**src/design/bresenham_line_pixel_stepper_core_macros.svh**
```systemverilog
// assertion helpers shared by the line stepper
`ifndef BRESENHAM_LINE_PIXEL_STEPPER_CORE_MACROS_SVH
`define BRESENHAM_LINE_PIXEL_STEPPER_CORE_MACROS_SVH

// same-cycle implication, off during reset
`define BLS_ASSERT_NOW(label, clk, rst, cond, prop) \
  label: assert property (@(posedge clk) disable iff (rst) (cond) |-> (prop)) \
    else $error("line stepper check failed");

// next-cycle implication, off during reset
`define BLS_ASSERT_NEXT(label, clk, rst, cond, prop) \
  label: assert property (@(posedge clk) disable iff (rst) (cond) |=> (prop)) \
    else $error("line stepper check failed");

`endif

```
**src/design/bls_pkg.sv**
```systemverilog
package bls_pkg;

  localparam int unsigned COLOR_BITS = 16;

  // item kinds carried on the input tuser
  localparam logic MODE_START = 1'b0;
  localparam logic MODE_STEP  = 1'b1;

  // five pixels on, five off
  localparam logic [3:0] DASH_PERIOD = 4'd10;
  localparam logic [3:0] DASH_ON_MAX = 4'd4;

  typedef struct packed {
    logic active;
    logic line_dashed;
  } bls_status_t;

endpackage

```
**src/design/bls_step.sv**
```systemverilog
module bls_step #(
  parameter int unsigned COORD_BITS = 9
) (
  input  logic                           clk,
  input  logic                           rst,
  // input item
  input  logic                           in_valid,
  output logic                           in_ready,
  input  logic                           in_mode,
  input  logic [COORD_BITS-1:0]          in_start_x,
  input  logic [COORD_BITS-1:0]          in_start_y,
  input  logic [COORD_BITS-1:0]          in_end_x,
  input  logic [COORD_BITS-1:0]          in_end_y,
  input  logic [bls_pkg::COLOR_BITS-1:0] in_color,
  input  logic                           in_dashed,
  // result slot
  input  logic                           take,
  output logic                           res_valid,
  output logic [COORD_BITS-1:0]          res_x,
  output logic [COORD_BITS-1:0]          res_y,
  output logic [bls_pkg::COLOR_BITS-1:0] res_color,
  output logic                           res_draw,
  output logic                           res_last,
  output bls_pkg::bls_status_t           status
);
  import bls_pkg::*;

  localparam int unsigned CNT_W = COORD_BITS + 1;
  localparam int unsigned ERR_W = COORD_BITS + 3;
  localparam logic [COORD_BITS-1:0] COORD_ONE = COORD_BITS'(1);
  localparam logic [CNT_W-1:0]      CNT_ONE   = CNT_W'(1);

  // item register
  logic                  item_valid;
  logic                  item_mode;
  logic [COORD_BITS-1:0] item_sx;
  logic [COORD_BITS-1:0] item_sy;
  logic [COORD_BITS-1:0] item_ex;
  logic [COORD_BITS-1:0] item_ey;
  logic [COLOR_BITS-1:0] item_color;
  logic                  item_dashed;

  // line state
  logic                  active;
  logic [COORD_BITS-1:0] cur_x;
  logic [COORD_BITS-1:0] cur_y;
  logic [ERR_W-1:0]      err_term;
  logic [CNT_W-1:0]      major_len;
  logic [CNT_W-1:0]      minor_len;
  logic [CNT_W-1:0]      step_count;
  logic                  steep;
  logic                  x_down;
  logic                  y_down;
  logic [3:0]            dash_phase;
  logic [COLOR_BITS-1:0] pen_color;
  logic                  line_dashed;

  logic                  adv;
  logic                  do_start;
  logic                  do_step;

  // setup terms
  logic                  su_x_down;
  logic                  su_y_down;
  logic [COORD_BITS-1:0] su_adx;
  logic [COORD_BITS-1:0] su_ady;
  logic                  su_steep;
  logic [COORD_BITS-1:0] su_major;
  logic [COORD_BITS-1:0] su_minor;
  logic [ERR_W-1:0]      su_err;

  // step terms
  logic                  err_nonneg;
  logic                  is_last;
  logic [ERR_W-1:0]      err_next;
  logic [COORD_BITS-1:0] cur_x_next;
  logic [COORD_BITS-1:0] cur_y_next;
  logic [3:0]            dash_phase_next;

  function automatic logic [COORD_BITS-1:0] move_coord(
    input logic [COORD_BITS-1:0] v,
    input logic                  down
  );
    return down ? (v - COORD_ONE) : (v + COORD_ONE);
  endfunction

  assign adv      = item_valid && take;
  assign in_ready = !item_valid || take;
  assign do_start = adv && (item_mode == MODE_START);
  assign do_step  = adv && (item_mode == MODE_STEP) && active;

  always_ff @(posedge clk) begin
    if (rst) begin
      item_valid <= 1'b0;
    end else if (in_valid && in_ready) begin
      item_valid <= 1'b1;
    end else if (take) begin
      item_valid <= 1'b0;
    end
  end

  always_ff @(posedge clk) begin
    if (in_valid && in_ready) begin
      item_mode   <= in_mode;
      item_sx     <= in_start_x;
      item_sy     <= in_start_y;
      item_ex     <= in_end_x;
      item_ey     <= in_end_y;
      item_color  <= in_color;
      item_dashed <= in_dashed;
    end
  end

  always_comb begin
    su_x_down = item_ex < item_sx;
    su_y_down = item_ey < item_sy;
    su_adx    = su_x_down ? (item_sx - item_ex) : (item_ex - item_sx);
    su_ady    = su_y_down ? (item_sy - item_ey) : (item_ey - item_sy);
    su_steep  = su_ady > su_adx;
    su_major  = su_steep ? su_ady : su_adx;
    su_minor  = su_steep ? su_adx : su_ady;
    // 2*minor - major, two's complement
    su_err    = {2'b00, su_minor, 1'b0} - {3'b000, su_major};
  end

  always_comb begin
    err_nonneg = !err_term[ERR_W-1];
    is_last    = (step_count + CNT_ONE) == major_len;
    err_next   = err_term - (err_nonneg ? {1'b0, major_len, 1'b0} : '0)
                 + {1'b0, minor_len, 1'b0};
    cur_x_next = cur_x;
    cur_y_next = cur_y;
    if (steep) begin
      cur_y_next = move_coord(cur_y, y_down);
      if (err_nonneg) cur_x_next = move_coord(cur_x, x_down);
    end else begin
      cur_x_next = move_coord(cur_x, x_down);
      if (err_nonneg) cur_y_next = move_coord(cur_y, y_down);
    end
    dash_phase_next = (dash_phase == DASH_PERIOD - 4'd1) ? 4'd0 : dash_phase + 4'd1;
  end

  always_ff @(posedge clk) begin
    if (rst) begin
      active <= 1'b0;
    end else if (do_start) begin
      active <= su_major != '0;
    end else if (do_step && is_last) begin
      active <= 1'b0;
    end
  end

  always_ff @(posedge clk) begin
    if (do_start) begin
      cur_x       <= item_sx;
      cur_y       <= item_sy;
      err_term    <= su_err;
      major_len   <= {1'b0, su_major};
      minor_len   <= {1'b0, su_minor};
      step_count  <= '0;
      steep       <= su_steep;
      x_down      <= su_x_down;
      y_down      <= su_y_down;
      dash_phase  <= 4'd0;
      pen_color   <= item_color;
      line_dashed <= item_dashed;
    end else if (do_step) begin
      cur_x      <= cur_x_next;
      cur_y      <= cur_y_next;
      err_term   <= err_next;
      step_count <= step_count + CNT_ONE;
      dash_phase <= dash_phase_next;
    end
  end

  assign res_valid = do_step;
  assign res_x     = cur_x;
  assign res_y     = cur_y;
  assign res_color = pen_color;
  assign res_draw  = !line_dashed || (dash_phase <= DASH_ON_MAX);
  assign res_last  = is_last;

  assign status.active      = active;
  assign status.line_dashed = line_dashed;

endmodule

```
**src/design/bls_out_reg.sv**
```systemverilog
module bls_out_reg #(
  parameter int unsigned DATA_W = 40
) (
  input  logic              clk,
  input  logic              rst,
  output logic              take,
  input  logic              load_valid,
  input  logic [DATA_W-1:0] load_data,
  input  logic              load_user,
  input  logic              load_last,
  output logic              valid,
  input  logic              ready,
  output logic [DATA_W-1:0] data,
  output logic              user,
  output logic              last
);

  // slot is free when empty or being drained this cycle
  assign take = !valid || ready;

  always_ff @(posedge clk) begin
    if (rst) begin
      valid <= 1'b0;
    end else if (take) begin
      valid <= load_valid;
    end
  end

  always_ff @(posedge clk) begin
    if (take && load_valid) begin
      data <= load_data;
      user <= load_user;
      last <= load_last;
    end
  end

endmodule

```
**src/design/bresenham_line_pixel_stepper_core.sv**
```systemverilog
// Bresenham line stepper, one pixel per transfer.
// Input channel s_axis: tuser selects the item kind. A start item (tuser 0)
// loads endpoints, color and dash style and gives no output. A step item
// (tuser 1) gives one pixel of the active line; step items while no line is
// active are consumed and give nothing. A line of major length L gives L
// pixels from the start point up to, not including, the end point; equal
// endpoints give none. A start while a line runs drops the old line.
// Output channel m_axis: pixel column, row and color in tdata, draw flag in
// tuser (low for dash gaps), tlast on the final pixel of the line.
// A step accepted on s_axis is registered in the item register, worked on
// from there, and shows on m_axis once the output register takes it.
// Throughput: one item per clock while the output register is not held; the
// setup and step logic is combinational from item to output register.
// Reset (rst, synchronous) empties both registers and ends any line.
// When the receiver holds m_axis_tready low the output register keeps its
// pixel, the item register holds, and s_axis_tready drops once it is full.
`include "bresenham_line_pixel_stepper_core_macros.svh"

module bresenham_line_pixel_stepper_core #(
  parameter int unsigned COORD_BITS = 9
) (
  input  logic clk,
  input  logic rst,
  input  logic s_axis_tvalid,
  output logic s_axis_tready,
  // start_x, start_y, end_x, end_y, pixel_color, dashed, zero fill
  input  logic [((4*COORD_BITS+bls_pkg::COLOR_BITS+1+7)/8)*8-1:0] s_axis_tdata,
  // mode
  input  logic s_axis_tuser,
  output logic m_axis_tvalid,
  input  logic m_axis_tready,
  // out_x, out_y, out_color, zero fill
  output logic [((2*COORD_BITS+bls_pkg::COLOR_BITS+7)/8)*8-1:0] m_axis_tdata,
  // draw
  output logic m_axis_tuser,
  output logic m_axis_tlast
);
  import bls_pkg::*;

  localparam int unsigned OUT_W = ((2*COORD_BITS + COLOR_BITS + 7) / 8) * 8;
  localparam int unsigned PIX_W = 2*COORD_BITS + COLOR_BITS;

  logic                  take;
  logic                  res_valid;
  logic [COORD_BITS-1:0] res_x;
  logic [COORD_BITS-1:0] res_y;
  logic [COLOR_BITS-1:0] res_color;
  logic                  res_draw;
  logic                  res_last;
  bls_status_t           status;
  logic [PIX_W-1:0]      pix_data;

  bls_step #(
    .COORD_BITS(COORD_BITS)
  ) u_step (
    .clk        (clk),
    .rst        (rst),
    .in_valid   (s_axis_tvalid),
    .in_ready   (s_axis_tready),
    .in_mode    (s_axis_tuser),
    .in_start_x (s_axis_tdata[COORD_BITS-1:0]),
    .in_start_y (s_axis_tdata[2*COORD_BITS-1:COORD_BITS]),
    .in_end_x   (s_axis_tdata[3*COORD_BITS-1:2*COORD_BITS]),
    .in_end_y   (s_axis_tdata[4*COORD_BITS-1:3*COORD_BITS]),
    .in_color   (s_axis_tdata[4*COORD_BITS+COLOR_BITS-1:4*COORD_BITS]),
    .in_dashed  (s_axis_tdata[4*COORD_BITS+COLOR_BITS]),
    .take       (take),
    .res_valid  (res_valid),
    .res_x      (res_x),
    .res_y      (res_y),
    .res_color  (res_color),
    .res_draw   (res_draw),
    .res_last   (res_last),
    .status     (status)
  );

  assign pix_data = {res_color, res_y, res_x};

  bls_out_reg #(
    .DATA_W(OUT_W)
  ) u_out (
    .clk        (clk),
    .rst        (rst),
    .take       (take),
    .load_valid (res_valid),
    .load_data  (OUT_W'(pix_data)),
    .load_user  (res_draw),
    .load_last  (res_last),
    .valid      (m_axis_tvalid),
    .ready      (m_axis_tready),
    .data       (m_axis_tdata),
    .user       (m_axis_tuser),
    .last       (m_axis_tlast)
  );

  // the final pixel of a line ends it
  `BLS_ASSERT_NEXT(a_last_ends_line, clk, rst, take && res_valid && res_last, !status.active)
  // a dash gap can only come from a dashed line
  `BLS_ASSERT_NOW(a_gap_only_dashed, clk, rst, m_axis_tvalid && !m_axis_tuser, status.line_dashed)
  // input side only stalls behind a held output
  `BLS_ASSERT_NOW(a_stall_cause, clk, rst, !s_axis_tready, m_axis_tvalid && !m_axis_tready)

endmodule

```
**config.mk**
```make
export PLATFORM = sky130hd
export DESIGN_NAME = bresenham_line_pixel_stepper_core
export DESIGN_NICKNAME = d
export VERILOG_FILES = /design/src/design/bls_pkg.sv /design/src/design/bls_step.sv /design/src/design/bls_out_reg.sv /design/src/design/bresenham_line_pixel_stepper_core.sv
export VERILOG_INCLUDE_DIRS = /design/src /design/src/design
export SDC_FILE = /design/constraint.sdc
export NUM_CORES = 1
export LEC_CHECK = 0
export BUFFER_PORTS_ARGS = -buffer_cell sky130_fd_sc_hd__buf_2
export CAP_MARGIN = 30
export CORE_MARGIN = 2
export CORE_UTILIZATION = 25
export DETAILED_ROUTE_END_ITERATION = 8
export GPL_ROUTABILITY_DRIVEN = 0
export PLACE_DENSITY_LB_ADDON = 0.3
export SETUP_SLACK_MARGIN = 0.2
export SYNTH_ARGS = -nofsm -noshare
export SYNTH_HDL_FRONTEND = slang
export SYNTH_SLANG_ARGS = --single-unit
```
**constraint.sdc**
```tcl
create_clock -name clk -period 6.5 [get_ports clk]
set_input_delay 0.65 -clock clk [delete_from_list [all_inputs] [get_ports clk]]
set_output_delay 0.65 -clock clk [all_outputs]
set_load 0.03 [all_outputs]
```
==> impl_metrics.tcl, run 1 <==
set metrics [dict create \
    outcome "complete, no violations" \
    drtIter0Drc 331 \
    ys_seq_area_share_pct 52.2 \
    grt.total_usage_pct 10.7 \
    num-nets-final 1174 \
    critPathMaxStageDelay_ns 0.46 \
    die_w_um 201 \
    antenna_cells 0 \
    row_count 72 \
    synth_enable_flop_cells 157 \
    cp_max_fo 5 \
    synth_warnings 0 \
    crit_top_cell "a21o_1" \
    yosysTopAreaCell "edfxtp_1" \
    tightest_slew_ns 0.778 \
    cp.required_ns 6.67 \
    crit_type "reg2reg" \
    io_buffers 95 \
    cp_num_buf_inv 2 \
    synthFlopType "edfxtp_1" \
    cts_buffers 17 \
    ys_ff_latch 174 \
    layout.cells.non_filler 1552 \
    synth_cell_types 60 \
    grt_pass1_vias 6523 \
    r2r-start "u_step.item_sy[1]" \
    drv_cap 0 \
    ff2ff_setup_slack_ns 0.51 \
    dr.pass1.iters 4 \
    via_count 6579 \
    critPathSlowestCell "a2111o_1" \
    cp-endpoint "u_step.err_term[7]" \
    drive_gt1_share_pct 23.2 \
    drc 0 \
    synth_top_area_share_pct 48.7 \
    hp-class "in2reg" \
    syn_area_mm2 0.00969 \
    grt-ovfl-total 0 \
    p_total_mw 4.80 \
    final_cell_mix "edfxtp_1 (157), inv_1 (118), buf_2 (95)" \
    period_share_pct 92.1 \
    synth_cells 872 \
    arrival_ns 6.15 \
    startpoint "u_step.item_sy[1]" \
    grt_setup_unrepaired "false" \
    finClkSkew_ns 0.0135 \
    area_growth_pct 23.7 \
    grt_pass1_wl_um 34000 \
    fin_crit_ns 5.99 \
    clkSinkCount 174 \
    holdBufCountCts 0 \
    avgRoutedWirePerCell_um 13.9 \
    grt_max_degree 55 \
    root_buffer "clkbuf_16" \
    detail-route-antenna-nets 0 \
    r2r-end "u_step.err_term[7]" \
    start_util_pct 25.2 \
    io_pins 105 \
    crit_path_end_kind "flop" \
    postSynth.asyncResetShare_pct 0 \
    cts_tree "built" \
    clockBufferDepth 2 \
    ir_worst_vdd_mv 0.287 \
    clk_latency_ns 0.44 \
    drv_slew 0 \
    final_common_cell "edfxtp_1" \
    antenna_found_initial 0 \
    synth_area_per_cell_um2 11.1 \
    crit_family "compound AO/OA/AOI/OAI gates" \
    path_depth 29 \
    wl_um 21500 \
    cts_htree_levels 4 \
    finalHoldViolations 0 \
    dieArea_mm2 0.0403 \
    viasPerCell 4.24 \
    reg2regPathDepth 29 \
    power.leakage_nw 5.02 \
    cp-start-kind "flop" \
    clkTransAtPathRegs_ns 0.08 \
    die_h_um 201 \
    dp_cells 1509 \
    tns_ns 0 \
    coreArea_mm2 0.0385 \
    setup_viol 0 \
    relSlewSlack_pct 48.1 \
    maxClockFrequency_mhz 167 \
    hpwl_um 15500 \
    power.density_mw_per_mm2 401 \
    ys_top_cells_by_area "edfxtp_1 (49%), ha_1 (9.6%), inv_1 (4.8%), a21oi_1 (3.8%), dfxtp_1 (3.5%)" \
]
## synth_stat cells, types with 2 or more instances
library cell	n
a21oi_1	73
a21boi_0	2
and2_1	8
nand3_1	14
a211oi_1	5
o31ai_1	3
clkinv_1	2
edfxtp_1	157
nor2b_1	19
nor3_1	3
inv_1	124
mux2_2	2
o21bai_1	6
or4_1	2
xor2_1	23
and3_1	4
a22oi_1	2
o21ai_0	60
o21a_1	4
xnor2_1	35
a21oi_2	3
clkbuf_1	10
nand4_1	6
dfxtp_1	17
buf_4	7
o21ai_1	5
nand3b_1	3
mux2i_1	10
a21o_1	24
a221oi_2	2
buf_2	3
ha_1	74
or3_1	8
nand2b_1	10
o21ai_2	2
nor2_1	45
a211o_1	2
fa_1	17
nand2_1	54
o22ai_1	2
## what timing repair did
| action | 4_1_cts | 5_1_grt |
|---|---|---|
| gates resized for setup | 8 | 54 |
| setup buffers | 3 | 9 |
| cloned | 0 | 0 |
| setup endpoints to repair | 6 | 8 |
| pin swaps | 4 | 25 |
## worst min-delay path by stage
stage | cells after the start | startpoint | end
2_1_floorplan | 0 | u_step.res_color[0] | u_out.data[18]
3_3_place_gp | 0 | u_step.item_color[3] | u_step.res_color[3]
3_5_place_dp | 0 | u_step.res_color[3] | u_out.data[21]
4_1_cts | 1 | s_axis_tdata[10] | u_step.item_sy[1]
5_1_grt | 1 | s_axis_tdata[10] | u_step.item_sy[1]
6_report | 1 | s_axis_tdata[10] | u_step.item_sy[1]
## layout make-up
type                    count  area, um2
clock inverters            13        180
repair buffers            147        870
flip-flops and latches    174       5050
well taps                 518        648
multi-input cells         556       4330
inverters                 126        473
clock buffers              18        429
fillers                  3959      26500
## worst register-to-register path, delay by kind of cell, from the launching register on
kind | cells | cell delay (ns)
and+or+nand+nor | 4 | 0.40
AOI/OAI and AO/OA | 17 | 3.28
buffers and inverters | 2 | 0.27
xor gates and xnor gates | 2 | 0.39
muxes | 1 | 0.12
DFF | 1 | 0.44
adders and majority gates | 3 | 0.80
## report_power, final
| group | leakage, nW | switching, mW | internal (mW) |
|---|---|---|---|
| sequential | 1.60 | 0.0449 | 1.37 |
| combinational | 3.12 | 1.22 | 1.07 |
| clock | 0.290 | 0.480 | 0.613 |
| total | 5.02 | 1.75 | 3.06 |
## per-stage QoR
| stage | hold WS [ns] | utilization (%) | cell area [um2] | worst slack [ns] |
|---|---|---|---|---|
| 6_report | 0.376 | 31.1 | 12000 | 0.514 |
| 3_3_place_gp | 0.401 | 28.6 | 11000 | 0.140 |
| 4_1_cts | 0.346 | 30.4 | 11700 | 0.205 |
| 2_1_floorplan | 0.400 | - | 9710 | 0.256 |
| 5_1_grt | 0.348 | 31.1 | 12000 | 0.164 |
| 3_5_place_dp | 0.405 | 28.6 | 11000 | 0.0839 |
## flip-flops by register name (all words and copies together), names as in the netlist, 4 cells and up
register,cells
u_step.err_term,11
u_step.item_color,16
u_step.res_y,9
u_step.res_x,9
u_step.major_len,9
u_step.item_sx,9
u_step.res_color,16
u_step.minor_len,9
u_step.item_ex,9
u_out.data,34
u_step.item_sy,9
u_step.dash_phase,4
u_step.step_count,10
u_step.item_ey,9
## per-layer routing
layer	up-vias	part of all wire [%]	track usage [%]	wire [um]
met5	-	0	0	0
met2	104	46	17.2	9830
met3	16	3.6	2.47	782
met1	3137	50	14.6	10700
li1	3322	-	-	-
met4	0	0.88	2.43	190
## logic make-up after synthesis
group | share of synthesized area [%]
XOR/XNOR | 5.24
AND/OR/NAND/NOR | 9.03
flip-flops | 52.2
adder cells (fa/ha/maj) | 13.2
AO/OA/AOI/OAI | 13.0
other | 0.0387
buffers and inverters | 6.08
multiplexers | 1.27
Note: power is estimated with default switching activity, not from simulation.
==> run 2: changes to the inputs <==
--- a/config.mk
+++ b/config.mk
@@ -6,14 +6,16 @@
 export SDC_FILE = /design/constraint.sdc
 export NUM_CORES = 1
 export LEC_CHECK = 0
+export ABC_AREA = 1
 export BUFFER_PORTS_ARGS = -buffer_cell sky130_fd_sc_hd__buf_2
 export CAP_MARGIN = 30
 export CORE_MARGIN = 2
 export CORE_UTILIZATION = 25
 export DETAILED_ROUTE_END_ITERATION = 8
 export GPL_ROUTABILITY_DRIVEN = 0
-export PLACE_DENSITY_LB_ADDON = 0.3
+export PLACE_DENSITY = 0.52
 export SETUP_SLACK_MARGIN = 0.2
+export SKIP_LAST_GASP = 1
 export SYNTH_ARGS = -nofsm -noshare
 export SYNTH_HDL_FRONTEND = slang
 export SYNTH_SLANG_ARGS = --single-unit
==> run 2 against run 1 <==
Combinational power down 18%. Non-clock buffer count down 41. Setup slack better by 0.28 ns. Clock-buffer cell count decreased by 1. Design area decreased by 1.5%. First-iteration DRC count grew 16%. Critical endpoint is now u_step.err_term[8]. Largest cell class unchanged. Largest power group unchanged.
==> impl_metrics.tcl, run 2 <==
set metrics [dict create \
    ys_seq_area_share_pct 50.6 \
    grt_pass1_wl_um 34300 \
    drive_gt1_share_pct 16.8 \
    cts_htree_levels 4 \
    combPwrFrac_pct 42.8 \
    synth_compound_area_share_pct 9.84 \
    cp_max_fo 21 \
    antenna_found_initial 0 \
    dr.pass1.iters 4 \
    synth.most_common_cell "inv_1" \
    dieArea_mm2 0.0416 \
    clkSinkCount 174 \
    setup_viol 0 \
    drv_slew 0 \
    ys_ff_latch 174 \
    relSlewSlack_pct 46.2 \
    crit_family "simple AND/OR/NAND/NOR gates" \
    muxShareOfSynthArea_pct 0.100 \
    nFillCells 4127 \
    cp_num_buf_inv 6 \
    crit_path_end_kind "flop" \
    viasPerCell 4.12 \
    largest_register_ff_count 34 \
    synth_xor_area_share_pct 3.51 \
    crit_type "reg2reg" \
    postSynth.asyncResetShare_pct 0 \
    synth_warnings 0 \
    finalHoldViolations 0 \
    ys_top_cells_by_area "edfxtp_1 (47%), ha_1 (9.3%), inv_1 (7.0%), nand2_1 (6.6%), o21ai_0 (4.2%)" \
    antenna_cells 0 \
    die_h_um 204 \
    tns_ns 0 \
    maxClockFrequency_mhz 175 \
    via_count 6908 \
    clockBufferDepth 2 \
    drc 0 \
    synth_cells 1031 \
    cts_tree "built" \
    tightest_slew_ns 0.807 \
    hp-class "in2reg" \
    dpl_worst_slack_ns 0.447 \
    hpwl_um 16100 \
    io_buffers 95 \
    cp-start-kind "flop" \
    p_int_mw 2.61 \
    arrival_ns 5.87 \
    period_share_pct 87.8 \
    wl_um 21100 \
    dp_cells 1643 \
    synth_area_per_cell_um2 9.69 \
    die_w_um 204 \
    largest_register "u_out.data" \
    swShare_pct 40.8 \
    grt.total_usage_pct 10.4 \
    synth_cell_types 45 \
    drtIter0Drc 385 \
    layout.cells.non_filler 1677 \
    cts_buffers 17 \
    start_util_pct 25.3 \
    p_total_mw 4.40 \
    final_common_cell "inv_1" \
    outcome "complete, no violations" \
    synth_top_family_by_area "simple AND/OR/NAND/NOR gates" \
    grt_max_degree 68 \
    critPathMaxStageDelay_ns 0.47 \
    cp.required_ns 6.67 \
    clkTransAtPathRegs_ns 0.09 \
    synth_fa_ha_area_share_pct 12.7 \
    num-nets-final 1291 \
    power_frac_seq_pct 32.1 \
    drv_cap 0 \
    synth_enable_flop_cells 157 \
    critPathSlowestCell "or3b_2" \
    worst_slack_ns 0.793 \
    finClkSkew_ns 0.0175 \
    syn_area_mm2 0.00999 \
    grt-ovfl-total 0 \
    yosysTopAreaCell "edfxtp_1" \
    yosys.area_share.simple_pct 14.7 \
    final_cell_mix "inv_1 (184), nand2_1 (177), edfxtp_1 (157)" \
    fin_crit_ns 5.71 \
    area_growth_pct 18.1 \
    synthFlopType "edfxtp_1" \
    ir_worst_vdd_mv 0.277 \
    root_buffer "clkbuf_16" \
    io_pins 105 \
    power.density_mw_per_mm2 373 \
    p_switching_mw 1.80 \
    clk_latency_ns 0.44 \
    grt_pass1_vias 6859 \
    detail-route-antenna-nets 0 \
    power.leakage_nw 5.17 \
    coreArea_mm2 0.0395 \
    synth_top_area_share_pct 47.2 \
    avgRoutedWirePerCell_um 12.6 \
    yosys-top-cells-count "inv_1 (186), nand2_1 (177), edfxtp_1 (157), o21ai_0 (83), nor2_1 (76)" \
    grt_setup_unrepaired "false" \
    row_count 73 \
    clkPwrFrac_pct 25.1 \
]
run 2: final cells by class:
class	count	area (um2)	area share [%]
clock buffers	17	425	3.60
clock inverters	15	218	1.84
inverters	195	732	6.20
multi-input cells	645	4150	35.1
flip-flops and latches	174	5050	42.8
well taps	525	657	5.56
repair buffers	106	571	4.83
run 2: logic make-up after synthesis:
logic type / after synthesis
AND/OR/NAND/NOR: 330
buffers and inverters: 217
AO/OA/AOI/OAI: 177
flip-flops: 174
adder cells (fa/ha/maj): 91
XOR/XNOR: 40
other: 1
multiplexers: 1
run 2: power groups by stage:
stage / registers [mW] / logic [mW] / clock network (mW)
after floorplan: 1.43 / 1.46 / 0
after global placement: 1.44 / 1.84 / 0
after detailed placement: 1.44 / 1.87 / 0
after CTS: 1.42 / 1.88 / 1.16
after global routing: 1.43 / 2.21 / 1.18
final: 1.41 / 1.88 / 1.10
run 2: per-stage QoR:
stage	hold slack, ns	utilization, %	cell area (um2)
global placement	0.400	28.0	11100
finish	0.380	29.8	11800
detailed placement	0.405	28.1	11100
floorplan	0.400	-	10000
CTS	0.339	29.7	11800
global route	0.355	29.8	11800
run 2: path summary, 6_finish.rpt:
check	from	end	slack [ns]	depth (start not counted)
max	u_step.item_sy[0]	u_step.err_term[8]	0.79	34
min	s_axis_tuser	u_step.item_mode	0.38	1
max reg2reg	u_step.item_sy[0]	u_step.err_term[8]	0.79	34
min reg2reg	u_step.item_color[14]	u_step.res_color[14]	0.42	0
run 2: worst reg2reg max path, delay by kind of cell (launching register included):
kind                       cells  cell delay (ns)
adders and majority gates      4             1.37
and+or+nand+nor               15             1.82
AOI/OAI and AO/OA              8             1.20
buffers and inverters          6             0.44
DFF                            1             0.46
xor gates and xnor gates       1             0.16
run 2: layer usage:
metal / GRT usage (%) / vias to the layer above / wire, um
met5: 0 / - / 0
met4: 3.42 / 0 / 274
met3: 1.79 / 16 / 524
met2: 18.0 / 80 / 10400
met1: 13.1 / 3214 / 9890
li1: - / 3598 / -
run 2: repair_timing:
item | CTS | global route
setup endpoints to repair | 0 | 3
resized for setup | 0 | 11
hold buffers | 0 | 0
setup buffers | 0 | 2
